### src/design/bpm_pkg.sv
// Shared types and constants for the pixel blend block.
// No dependencies; every other design file imports this package.
`timescale 1ns / 1ps

package bpm_pkg;

  localparam int CHANNELS = 3;   // blue, green, red
  localparam int PIX_W    = 8;
  localparam int MUL_W    = 2 * PIX_W;   // raw 8x8 product
  localparam int PROD_W   = MUL_W + 1;   // product with optional doubling
  localparam int QUO_W    = PIX_W + 1;   // rounded quotient, up to 510
  localparam int MODE_W   = 3;
  localparam int DATA_W   = 32;
  localparam int ADDR_W   = 3;
  localparam int IDX_W    = 1;

  localparam logic [IDX_W-1:0] REG_BLEND_MODE = 1'b0;

  // Rounding bias: round(n/255) == floor((n + 127)/255) for integer n.
  localparam logic [PROD_W-1:0] ROUND_BIAS = PROD_W'(127);
  localparam logic [PIX_W-1:0]  PIX_MAX    = {PIX_W{1'b1}};

  typedef enum logic [MODE_W-1:0] {
    MODE_MULTIPLY = 3'd0,
    MODE_SCREEN   = 3'd1,
    MODE_SUBTRACT = 3'd2,
    MODE_ADD      = 3'd3,
    MODE_OVERLAY  = 3'd4
  } mode_t;

  // What the second stage does with the stored value.
  typedef enum logic [1:0] {
    POST_DIRECT = 2'd0,   // value already final in the low byte
    POST_DIV    = 2'd1,   // round(n/255), clamp to 255
    POST_INV    = 2'd2    // 255 - round(n/255), floor at 0
  } post_t;

  typedef struct packed {
    logic s1_valid;   // first stage holds an item
    logic out_load;   // move first stage into the output register
  } ctrl_t;

endpackage

### src/design/bpm_in_if.sv
// Input channel of the blend block: one top and one bottom BGR pixel.
// Depends on bpm_pkg.
`timescale 1ns / 1ps

interface bpm_in_if;
  import bpm_pkg::*;

  logic             valid;
  logic             ready;
  logic [PIX_W-1:0] top_blue;
  logic [PIX_W-1:0] top_green;
  logic [PIX_W-1:0] top_red;
  logic [PIX_W-1:0] bottom_blue;
  logic [PIX_W-1:0] bottom_green;
  logic [PIX_W-1:0] bottom_red;

  modport source (
    output valid, top_blue, top_green, top_red, bottom_blue, bottom_green, bottom_red,
    input  ready
  );

  modport sink (
    input  valid, top_blue, top_green, top_red, bottom_blue, bottom_green, bottom_red,
    output ready
  );
endinterface

### src/design/bpm_out_if.sv
// Output channel of the blend block: one blended BGR pixel.
// Depends on bpm_pkg.
`timescale 1ns / 1ps

interface bpm_out_if;
  import bpm_pkg::*;

  logic             valid;
  logic             ready;
  logic [PIX_W-1:0] blend_blue;
  logic [PIX_W-1:0] blend_green;
  logic [PIX_W-1:0] blend_red;

  modport source (
    output valid, blend_blue, blend_green, blend_red,
    input  ready
  );

  modport sink (
    input  valid, blend_blue, blend_green, blend_red,
    output ready
  );
endinterface

### src/design/pixel_blend_modes.sv
// Blend of a top and a bottom BGR pixel under a mode register.
// Pipeline: an accepted item is registered in the lane stage, then in the output register.
// Throughput: one item per cycle while the receiver keeps taking results; the three channel lanes
// work in parallel and each stage advances whenever the stage after it can take its item.
// Reset: synchronous, active high; clears both stage valids and sets blend_mode to multiply.
// Depends on bpm_pkg, bpm_in_if, bpm_out_if, bpm_lane and bpm_merge.
`timescale 1ns / 1ps

module pixel_blend_modes (
  input  logic                          clk,
  input  logic                          rst,
  bpm_in_if.sink                        pixels,
  bpm_out_if.source                     blended,
  input  logic                          psel,
  input  logic                          penable,
  input  logic                          pwrite,
  input  logic [bpm_pkg::ADDR_W-1:0]    paddr,
  input  logic [bpm_pkg::DATA_W-1:0]    pwdata,
  output logic [bpm_pkg::DATA_W-1:0]    prdata,
  output logic                          pready
);
  import bpm_pkg::*;

  mode_t            blend_mode;
  logic [IDX_W-1:0] reg_idx;
  logic             cfg_write;

  logic             s1_valid;
  logic             out_free;
  logic             take;
  ctrl_t            ctrl;

  logic [PIX_W-1:0] top_ch    [CHANNELS];
  logic [PIX_W-1:0] bottom_ch [CHANNELS];
  logic [PIX_W-1:0] lane_res  [CHANNELS];

  // Configuration port: register index is the word address.
  assign pready    = 1'b1;
  assign reg_idx   = paddr[ADDR_W-1:2];
  assign cfg_write = psel && penable && pwrite && pready;

  always_ff @(posedge clk) begin
    if (rst) begin
      blend_mode <= MODE_MULTIPLY;
    end else if (cfg_write && reg_idx == REG_BLEND_MODE) begin
      // keep the low bits only; unused codes pass the top pixel through
      blend_mode <= mode_t'(pwdata[MODE_W-1:0]);
    end
  end

  always_comb begin
    case (reg_idx)
      REG_BLEND_MODE: prdata = {{(DATA_W-MODE_W){1'b0}}, blend_mode};
      default:        prdata = '0;
    endcase
  end

  // Pipeline control: the output register frees when empty or taken,
  // and the lane stage advances whenever the output register can take it.
  assign out_free     = !blended.valid || blended.ready;
  assign pixels.ready = !s1_valid || out_free;
  assign take         = pixels.valid && pixels.ready;

  always_ff @(posedge clk) begin
    if (rst) begin
      s1_valid <= 1'b0;
    end else if (pixels.ready) begin
      // a held item moves out in this same cycle, so refill or drain
      s1_valid <= pixels.valid;
    end
  end

  assign ctrl.s1_valid = s1_valid;
  assign ctrl.out_load = s1_valid && out_free;

  // Spread the pixel into per-channel lanes, blue first.
  assign top_ch[0]    = pixels.top_blue;
  assign top_ch[1]    = pixels.top_green;
  assign top_ch[2]    = pixels.top_red;
  assign bottom_ch[0] = pixels.bottom_blue;
  assign bottom_ch[1] = pixels.bottom_green;
  assign bottom_ch[2] = pixels.bottom_red;

  for (genvar c = 0; c < CHANNELS; c++) begin : g_lane
    bpm_lane u_lane (
      .clk    (clk),
      .ctrl   (ctrl),
      .load   (take),
      .mode   (blend_mode),
      .a      (top_ch[c]),
      .b      (bottom_ch[c]),
      .result (lane_res[c])
    );
  end

  // Gather the lanes into the output register.
  bpm_merge u_merge (
    .clk      (clk),
    .rst      (rst),
    .ctrl     (ctrl),
    .lane_res (lane_res),
    .blended  (blended)
  );

endmodule

### src/design/bpm_lane.sv
// One channel lane: operand select and multiply, registered, then
// divide-by-255 rounding and final mapping. Depends on bpm_pkg.
`timescale 1ns / 1ps

module bpm_lane (
  input  logic                       clk,
  input  bpm_pkg::ctrl_t             ctrl,
  input  logic                       load,
  input  bpm_pkg::mode_t             mode,
  input  logic [bpm_pkg::PIX_W-1:0]  a,
  input  logic [bpm_pkg::PIX_W-1:0]  b,
  output logic [bpm_pkg::PIX_W-1:0]  result
);
  import bpm_pkg::*;

  logic [PIX_W-1:0]  op_x;
  logic [PIX_W-1:0]  op_y;
  logic              op_dbl;
  logic              op_direct;
  logic [PIX_W-1:0]  direct_val;
  post_t             post_sel;
  logic [PIX_W:0]    sum;
  logic [MUL_W-1:0]  mul;
  logic [PROD_W-1:0] prod_sel;

  // first stage registers (payload, no reset)
  post_t             post;
  logic [PROD_W-1:0] prod;

  logic [PROD_W-1:0] x;
  logic [PROD_W-1:0] est_sum;
  logic [QUO_W-1:0]  q1;
  logic [PROD_W-1:0] q1_x255;
  logic [PROD_W-1:0] rem;
  logic [QUO_W-1:0]  quo;

  assign sum = {1'b0, a} + {1'b0, b};

  always_comb begin
    op_x       = a;
    op_y       = b;
    op_dbl     = 1'b0;
    op_direct  = 1'b0;
    direct_val = a;
    post_sel   = POST_DIV;
    case (mode)
      MODE_MULTIPLY: begin
        post_sel = POST_DIV;
      end
      MODE_SCREEN: begin
        op_x     = ~a;
        op_y     = ~b;
        post_sel = POST_INV;
      end
      MODE_SUBTRACT: begin
        op_direct  = 1'b1;
        direct_val = (a > b) ? (a - b) : '0;
      end
      MODE_ADD: begin
        op_direct  = 1'b1;
        direct_val = sum[PIX_W] ? PIX_MAX : sum[PIX_W-1:0];
      end
      MODE_OVERLAY: begin
        op_dbl = 1'b1;
        if (b[PIX_W-1]) begin
          op_x     = ~a;
          op_y     = ~b;
          post_sel = POST_INV;
        end else begin
          post_sel = POST_DIV;
        end
      end
      default: begin
        // unused codes pass the top channel through
        op_direct  = 1'b1;
        direct_val = a;
      end
    endcase
  end

  assign mul = op_x * op_y;

  always_comb begin
    if (op_direct) begin
      prod_sel = {{(PROD_W-PIX_W){1'b0}}, direct_val};
    end else if (op_dbl) begin
      prod_sel = {mul, 1'b0};
    end else begin
      prod_sel = {1'b0, mul};
    end
  end

  always_ff @(posedge clk) begin
    if (load) begin
      post <= op_direct ? POST_DIRECT : post_sel;
      prod <= prod_sel;
    end
  end

  // Second stage: floor(x/255) by estimate and one correction step.
  assign x       = prod + ROUND_BIAS;
  assign est_sum = x + (x >> 8) + PROD_W'(1);
  assign q1      = est_sum[PROD_W-1:8];
  assign q1_x255 = {q1, 8'b0} - {{(PROD_W-QUO_W){1'b0}}, q1};
  assign rem     = x - q1_x255;

  always_comb begin
    if (x < q1_x255) begin
      quo = q1 - QUO_W'(1);
    end else if (rem >= PROD_W'(PIX_MAX)) begin
      quo = q1 + QUO_W'(1);
    end else begin
      quo = q1;
    end
  end

  always_comb begin
    case (post)
      POST_DIRECT: result = prod[PIX_W-1:0];
      POST_DIV:    result = quo[PIX_W] ? PIX_MAX : quo[PIX_W-1:0];
      POST_INV:    result = quo[PIX_W] ? '0 : (PIX_MAX - quo[PIX_W-1:0]);
      default:     result = prod[PIX_W-1:0];
    endcase
    // an empty stage drives zero so nothing stale reaches the merge
    if (!ctrl.s1_valid) begin
      result = '0;
    end
  end

endmodule

### src/design/bpm_merge.sv
// Merge stage: gathers the lane results into the output register and
// drives the output channel. Depends on bpm_pkg and bpm_out_if.
`timescale 1ns / 1ps

module bpm_merge (
  input  logic                              clk,
  input  logic                              rst,
  input  bpm_pkg::ctrl_t                    ctrl,
  input  logic [bpm_pkg::PIX_W-1:0]         lane_res [bpm_pkg::CHANNELS],
  bpm_out_if.source                         blended
);
  import bpm_pkg::*;

  logic             out_valid;
  logic [PIX_W-1:0] px [CHANNELS];

  always_ff @(posedge clk) begin
    if (rst) begin
      out_valid <= 1'b0;
    end else if (!out_valid || blended.ready) begin
      out_valid <= ctrl.s1_valid;
    end
  end

  always_ff @(posedge clk) begin
    if (ctrl.out_load) begin
      px <= lane_res;
    end
  end

  assign blended.valid       = out_valid;
  assign blended.blend_blue  = px[0];
  assign blended.blend_green = px[1];
  assign blended.blend_red   = px[2];

endmodule

### src/flat_wrapper.sv
// flat-port wrapper written by rule: the top's interface ports become plain ports
module pixel_blend_modes_flat import bpm_pkg::*;
  (clk, rst, psel, penable, pwrite, paddr, pwdata, prdata, pready, pixels_valid, pixels_top_blue, pixels_top_green, pixels_top_red, pixels_bottom_blue, pixels_bottom_green, pixels_bottom_red, pixels_ready, blended_valid, blended_blend_blue, blended_blend_green, blended_blend_red, blended_ready);
  bpm_in_if pixels_i ();
  bpm_out_if blended_i ();
  input  logic clk;
  input  logic rst;
  input  logic psel;
  input  logic penable;
  input  logic pwrite;
  input  logic [bpm_pkg::ADDR_W-1:0] paddr;
  input  logic [bpm_pkg::DATA_W-1:0] pwdata;
  output logic [bpm_pkg::DATA_W-1:0] prdata;
  output logic pready;
  input wire logic [$bits(pixels_i.valid)-1:0] pixels_valid;
  input wire logic [$bits(pixels_i.top_blue)-1:0] pixels_top_blue;
  input wire logic [$bits(pixels_i.top_green)-1:0] pixels_top_green;
  input wire logic [$bits(pixels_i.top_red)-1:0] pixels_top_red;
  input wire logic [$bits(pixels_i.bottom_blue)-1:0] pixels_bottom_blue;
  input wire logic [$bits(pixels_i.bottom_green)-1:0] pixels_bottom_green;
  input wire logic [$bits(pixels_i.bottom_red)-1:0] pixels_bottom_red;
  output wire logic [$bits(pixels_i.ready)-1:0] pixels_ready;
  output wire logic [$bits(blended_i.valid)-1:0] blended_valid;
  output wire logic [$bits(blended_i.blend_blue)-1:0] blended_blend_blue;
  output wire logic [$bits(blended_i.blend_green)-1:0] blended_blend_green;
  output wire logic [$bits(blended_i.blend_red)-1:0] blended_blend_red;
  input wire logic [$bits(blended_i.ready)-1:0] blended_ready;
  assign pixels_i.valid = pixels_valid;
  assign pixels_i.top_blue = pixels_top_blue;
  assign pixels_i.top_green = pixels_top_green;
  assign pixels_i.top_red = pixels_top_red;
  assign pixels_i.bottom_blue = pixels_bottom_blue;
  assign pixels_i.bottom_green = pixels_bottom_green;
  assign pixels_i.bottom_red = pixels_bottom_red;
  assign pixels_ready = pixels_i.ready;
  assign blended_valid = blended_i.valid;
  assign blended_blend_blue = blended_i.blend_blue;
  assign blended_blend_green = blended_i.blend_green;
  assign blended_blend_red = blended_i.blend_red;
  assign blended_i.ready = blended_ready;
  pixel_blend_modes u_core (.clk(clk), .rst(rst), .pixels(pixels_i), .blended(blended_i), .psel(psel), .penable(penable), .pwrite(pwrite), .paddr(paddr), .pwdata(pwdata), .prdata(prdata), .pready(pready));
endmodule
### config.mk
export PLATFORM = sky130hd
export DESIGN_NAME = pixel_blend_modes_flat
export DESIGN_NICKNAME = d
export VERILOG_FILES = /design/src/design/bpm_pkg.sv /design/src/design/bpm_in_if.sv /design/src/design/bpm_out_if.sv /design/src/design/pixel_blend_modes.sv /design/src/design/bpm_lane.sv /design/src/design/bpm_merge.sv /design/src/flat_wrapper.sv
export SDC_FILE = /design/constraint.sdc
export NUM_CORES = 1
export LEC_CHECK = 0
export ABC_AREA = 1
export BUFFER_PORTS_ARGS = -buffer_cell sky130_fd_sc_hd__buf_2
export CAP_MARGIN = 20
export CORE_UTILIZATION = 50
export CTS_BUF_LIST = sky130_fd_sc_hd__clkbuf_16
export CTS_CLUSTER_DIAMETER = 150
export DETAILED_ROUTE_END_ITERATION = 8
export GPL_TIMING_DRIVEN = 0
export MAX_ROUTING_LAYER = met4
export PLACE_DENSITY = 0.69
export SYNTH_ARGS = -nofsm -noshare
export SYNTH_HDL_FRONTEND = slang
export SYNTH_SLANG_ARGS = --single-unit
### constraint.sdc
create_clock -name clk -period 7.59 [get_ports clk]
set_input_delay 2.277 -clock clk [delete_from_list [all_inputs] [get_ports clk]]
set_output_delay 2.277 -clock clk [all_outputs]
set_load 0.02 [all_outputs]
Yosys cells after proc, flatten, opt, wreduce, memory -nomap -nowiden
Index checks and enable logic that the tools add are counted.
{"block": "totals", "ram_bits": 0, "regBits": 86, "n_memories": 0, "rom_bits": 0, "out_inout_bits": 59, "latchBits": 0}
{"block": "op_classes", "n_shift": 0, "eq_ne": 10, "n_addsub": 30, "n_reduce_logical": 12, "bitwise": 7, "n_div": 0, "n_mux": 50, "n_lt_le_gt_ge": 9, "n_mul": 3}
{"cell": "$pmux W8 S2", "n": 12}
{"cell": "$mux W8", "n": 21}
{"cell": "$mux W9", "n": 6}
{"cell": "$add A17 B1 Y17 const B", "n": 3}
{"cell": "$add A17 B7 Y17 const B", "n": 3}
{"cell": "$add A17 B9 Y17", "n": 3}
{"cell": "$ge A17 B8 Y1 const B", "n": 3}
{"cell": "$lt A17 B17 Y1", "n": 3}
{"cell": "$sub A17 B17 Y17", "n": 3}
{"cell": "$sub A17 B9 Y17", "n": 3}
{"cell": "$mul A8 B8 Y16", "n": 3}
{"cell": "$mux W16", "n": 3}
{"cell": "$not A8 Y8", "n": 6}
{"cell": "$add A8 B8 Y9", "n": 3}
{"cell": "$add A9 B1 Y9 const B", "n": 3}
{"cell": "$sub A9 B1 Y9 const B", "n": 3}
{"cell": "$gt A8 B8 Y1", "n": 3}
{"cell": "$sub A8 B8 Y8", "n": 3}
{"cell": "$sub A8 B8 Y8 const A", "n": 3}
{"cell": "$pmux W2 S2", "n": 3}
{"cell": "$eq A2 B1 Y1 const B", "n": 3}
{"cell": "$eq A2 B2 Y1 const B", "n": 3}
{"cell": "$eq A3 B2 Y1 const B", "n": 2}
{"cell": "$mux W2", "n": 3}
{"cell": "other kinds (11)", "n": 17}

Longest topological paths before layout
{"block": "depth", "ltp_word": 11, "mapped_depth": 55, "depth_no_buf": 55}

Hierarchy
From an unflattened synthesis, not the netlist that was laid out.
{"block": "unflattened", "cells_unflattened": 3187, "hier_area_um2": 21526.9}
{"module": "bpm_lane (u_core.g_lane[0].u_lane)", "cells_per_inst": 1055, "seq_area_each_um2": 570.5, "instances": 1, "area_per_inst_um2": 6886.6}
{"module": "bpm_lane (u_core.g_lane[1].u_lane)", "cells_per_inst": 1019, "seq_area_each_um2": 570.5, "instances": 1, "area_per_inst_um2": 6755.2}
{"module": "bpm_lane (u_core.g_lane[2].u_lane)", "cells_per_inst": 1013, "seq_area_each_um2": 570.5, "instances": 1, "area_per_inst_um2": 6645.1}
{"module": "bpm_merge", "cells_per_inst": 29, "seq_area_each_um2": 740.7, "instances": 1, "area_per_inst_um2": 760.7}
{"module": "pixel_blend_modes", "cells_per_inst": 71, "seq_area_each_um2": 80.1, "instances": 1, "area_per_inst_um2": 479.2}

Worst setup path before layout
OpenSTA, ideal clock, no wires.
{"block": "synth_timing", "kind": "input to register", "start": "input port pixels_bottom_green[7]", "end": "register u_core.g_lane[1].u_lane.prod[15], data pin", "t_arrival_ns": 7.381, "path_slack_ns": -0.059, "required_time_ns": 7.322, "path_stages": 26, "path_cell_list": "inv_1 o21ai_1 clkbuf_1 xor2_1 inv_1 nor2_1 fa_1 ha_1 inv_1 fa_1 fa_1 inv_1 ha_1 nand2_1 o21ai_0 a21oi_1 o21ai_0 nand3_1 nand2_1 a21oi_1 o21bai_1 a21oi_1 nor2_1 nor2_1 xor2_1 o21ai_0"}
{"block": "synth_via", "elab_chain_len": 5, "word_cells_on_any_way": 7, "classes_between": "mul (1); mux (5); bitwise (1)"}
{"item": "from (decl)", "line_no": "flat_wrapper.sv:20", "text": "input wire logic [$bits(pixels_i.bottom_green)-1:0] pixels_bottom_green;"}
{"item": "$not A8 Y8", "line_no": "bpm_lane.sv:52, bpm_lane.sv:67"}
{"item": "$mux W8", "line_no": "bpm_lane.sv:65", "text": "if (b[PIX_W-1]) begin"}
{"item": "$pmux W8 S2", "line_no": "bpm_lane.sv:46", "text": "case (mode)"}
{"item": "$mul A8 B8 Y16 *", "line_no": "bpm_lane.sv:81", "text": "assign mul = op_x * op_y;"}
{"item": "$mux W16 *", "line_no": "bpm_lane.sv:86", "text": "end else if (op_dbl) begin"}
{"item": "to (signal assigned)", "line_no": "bpm_lane.sv:96", "text": "prod <= prod_sel;"}
{"item": "to (decl)", "line_no": "bpm_lane.sv:28", "text": "logic [PROD_W-1:0] prod;"}
Every way passes the cells marked *; elsewhere a longest branch is shown, timed or not.
A chain may end at the register's enable or synchronous reset.

Final worst setup path
{"block": "layout_timing", "start": "input port pixels_bottom_blue[7]", "end": "register u_core.g_lane[0].u_lane.prod[15], data pin"}
{"block": "layout_via", "elab_chain_len": 5, "word_cells_on_any_way": 7, "classes_between": "mul (1); mux (5); bitwise (1)"}
{"item": "from (decl)", "line_no": "flat_wrapper.sv:19", "text": "input wire logic [$bits(pixels_i.bottom_blue)-1:0] pixels_bottom_blue;"}
{"item": "$not A8 Y8", "line_no": "bpm_lane.sv:52, bpm_lane.sv:67"}
{"item": "$mux W8", "line_no": "bpm_lane.sv:65"}
{"item": "$pmux W8 S2", "line_no": "bpm_lane.sv:46"}
{"item": "$mul A8 B8 Y16 *", "line_no": "bpm_lane.sv:81"}
{"item": "$mux W16 *", "line_no": "bpm_lane.sv:86"}
{"item": "to (signal assigned)", "line_no": "bpm_lane.sv:96"}
{"item": "to (decl)", "line_no": "bpm_lane.sv:28"}
Marks and branches as above.

==> results.md <==
* Crit path capture: u_core.g_lane[0].u_lane.prod[15]$_SDFFCE_PP0P_
* Crit path DAT at 7420 ps
* Area growth syn-to-layout at 9.82%
* Slew margin rel. at 47.8%
* Most common cell after layout, fill and taps aside: nand2_1
* Critical path class: input pin to flip-flop
* Fin cells at 3770
* Avg Cell Area, Syn at 6.80 µm²
* Critical R2R Capture: u_core.u_merge.blended.blend_blue[1]$_SDFFCE_PN0P_
* Synth Flop Type: edfxtp_1
* Hold Fails Final Rpt at 0
* WL/cell at 15.0 µm
* CP endpoint kind: flip-flop
* # rows at 74
* Clk Latency, worst-skew pair at 370 ps
* Number of buffers created by CTS at 9
* Residual DRC count at 0
* Delay-heaviest family, CP: adder cells
* Least-Margin Pin Slew at 779 ps
* Detailed-route via count at 19800
* Crit share post-route at 96.8%
* Port Buffers at 87
* First-pass GRT wire length at 91800 µm
* GRT Overall Usage at 26.8%
* Worst path bufs/invs at 6
* Overall routed net length at 56400 µm
* Die Wd at 207 µm
* Reg clk slew, reported paths at 70 ps
* Cell count after synthesis at 3097
* CTS tree: done
* Largest net degree at the start of global routing at 51
* Initial Util at 51.1%
* Placer Congestion at 0.975
* Reg2reg start: u_core.g_lane[0].u_lane.prod[0]$_DFFE_PP_
* Worst path depth at 27
* Largest stage delay, worst path at 480 ps
* Critical path's most frequent cell: nor2_1
* Crit-path max FO at 10
* Core area at 41200 µm²
* Diodes inserted at 0
* Fraction of layout cells with a size suffix above 1 at 13.6%
* Outcome: complete, no violations
* 1st-iter DRT viols at 1304
* CTS Sinks at 86
* Unrepaired setup endpoints after global routing: yes
* Vias in the first global route at 18800
* Fmax at 136 MHz
* Final setup viols at 0
* Maximum clock path buffer count at 2
* Max-slew violations at 0
* Crit path from: pixels_bottom_blue[7]
* Drt first pass iters at 6
* FF-to-FF setup slack at 480 ps
* Syn. warnings at 0
* Die Span Y at 207 µm
* Depth of the CTS H-tree at 3
* Layout Nets at 3674
* Die ar. at 43000 µm²
* Maxcap violations at 0
* Drt via density at 5.26
* Worst r2r path cells at 43
* CP max-delay cell: fa_1
* EDFF count, synth at 81
* Min cycle time layout at 7340 ps
* Mapped Area at 21100 µm²
* Cell count after placement at 3746
* Total Neg Setup Slack at 0 ps
* Ys async rst share at 0%
* Dpl hpwl at 48400 µm
* Number of I/O pins at 149
* Synthesized flop and latch total at 86
* Class of the worst hold path: flip-flop to flip-flop
* Post-route ant nets at 0
* # fillers at 3998
* Netlist cell types at 70
* Setup crit start kind: input pin
* Total grt overflow at 0
* Initial antenna violation count at 0
* Required time of the critical path at 7670 ps
* Seq/Total Area, Yosys at 12.0%
* Most frequent cells in the layout: nand2_1, inv_1, nor2_1
* HP Start: u_core.u_merge.blended.valid$_SDFFE_PP0P_
* Root Buffer: clkbuf_16
* Final Skew at 12.3 ps
[metrics by stage]
step                cell area, µm²  setup slack (ps)  hold WS [ps]  util [%]
floorplan                    21200              14.7           479         -
global placement             22300             -1230           473      54.1
detailed placement           22300             -1240           523      54.2
CTS                          22800              20.8           533      55.2
global route                 23100             -24.0           561      56.2
finish                       23100               246           532      56.2
[flip-flops by register name, indices dropped and copies added, names as in the netlist]
signal and count:
u_core.g_lane.u_lane.prod 51, u_core.u_merge.blended.blend_blue 8, u_core.u_merge.blended.blend_green 8, u_core.u_merge.blended.blend_red 8
u_core.g_lane.u_lane.post 6, u_core.blend_mode 3, u_core.s1_valid 1, u_core.u_merge.blended.valid 1
[logic make-up (layout without fill, tap and decap cells)]
family | count (synthesis) | in the layout | synth area share (%)
other | 2 | 30 | 0.0356
and+or+nand+nor | 1463 | 1463 | 32.7
xor gates and xnor gates | 171 | 171 | 7.18
DFF | 86 | 86 | 12.0
buffers and inverters | 668 | 781 | 12.9
adders and majority gates | 351 | 351 | 25.0
AOI/OAI and AO/OA | 356 | 356 | 10.1
[repair_timing]
action / in CTS / in global routing
gates resized for setup: 19 / 63
buffers inserted: 1 / 7
endpoints found under the setup margin: 17 / 35
hold buffers: 0 / 0
pin swaps: 1 / 1
[worst min-delay path, stage by stage (launching register included)]
cell and delay [ps]:
dfxtp_1 360, nand2_1 80, a21oi_1 50
[Yosys cell counts, types with 3 or more instances]
cell type,count,share of area [%]
xnor2_1,17,0.71
o31ai_1,15,0.53
and2_1,3,0.089
o21ai_1,9,0.21
nand3_1,201,4.8
nand2_1,651,12
ha_1,234,14
xor2_1,152,6.3
nor2_1,320,5.7
or2_2,4,0.12
buf_4,35,1.2
nor2_8,4,0.38
o21ai_0,88,2.1
o22ai_1,22,0.65
nor3_1,43,1.0
o21bai_1,23,0.82
nand2_4,18,0.96
a21oi_1,133,3.2
nand3b_1,4,0.14
nor2_2,21,0.62
edfxtp_1,81,12
inv_2,29,0.52
a21oi_2,6,0.25
nor3_4,3,0.23
o221ai_1,15,0.62
nand3_2,37,1.8
fa_1,117,11
o21a_1,6,0.21
nand3_4,4,0.33
buf_2,3,0.071
inv_1,564,10
o211ai_1,3,0.11
clkinv_1,4,0.071
o2111ai_1,6,0.25
a211oi_1,10,0.36
nand2_2,75,2.2
a31oi_1,3,0.089
nor3_2,4,0.19
nand4_1,52,1.5
nor2_4,9,0.48
dfxtp_1,5,0.47
clkbuf_1,24,0.43
[worst min path at each step]
| stage | to | cells after the start |
|---|---|---|
| after floorplan | u_core.blend_mode[2]$_SDFFE_PP0P_ | 2 |
| after global placement | u_core.u_merge.blended.valid$_SDFFE_PP0P_ | 2 |
| after detailed placement | u_core.u_merge.blended.valid$_SDFFE_PP0P_ | 2 |
| after CTS | u_core.u_merge.blended.valid$_SDFFE_PP0P_ | 2 |
| after global routing | u_core.u_merge.blended.valid$_SDFFE_PP0P_ | 2 |
| final | u_core.u_merge.blended.valid$_SDFFE_PP0P_ | 2 |
[layer usage]
metal	vias up	global-route usage [%]	part of all wire, %
met4	0	9.11	2.7
met5	-	-	0
met2	524	42.7	46
li1	10100	-	-
met1	9118	35.6	46
met3	88	2.54	5.0
[area by class of cell]
| cell class | count | area (µm²) | share of cell area [%] |
|---|---|---|---|
| inverter | 598 | 2250 | 9.71 |
| tap | 532 | 666 | 2.88 |
| timing repair buffer | 97 | 539 | 2.33 |
| multi-input combinational | 2371 | 16300 | 70.6 |
| sequential | 86 | 2530 | 10.9 |
| buffer | 70 | 503 | 2.17 |
| clock inverter | 5 | 45.0 | 0.195 |
| clock buffer | 11 | 275 | 1.19 |
Power is left out: the tool's default activity adds up to more than one toggle a clock period on the data nets, which glitch-free logic cannot reach.
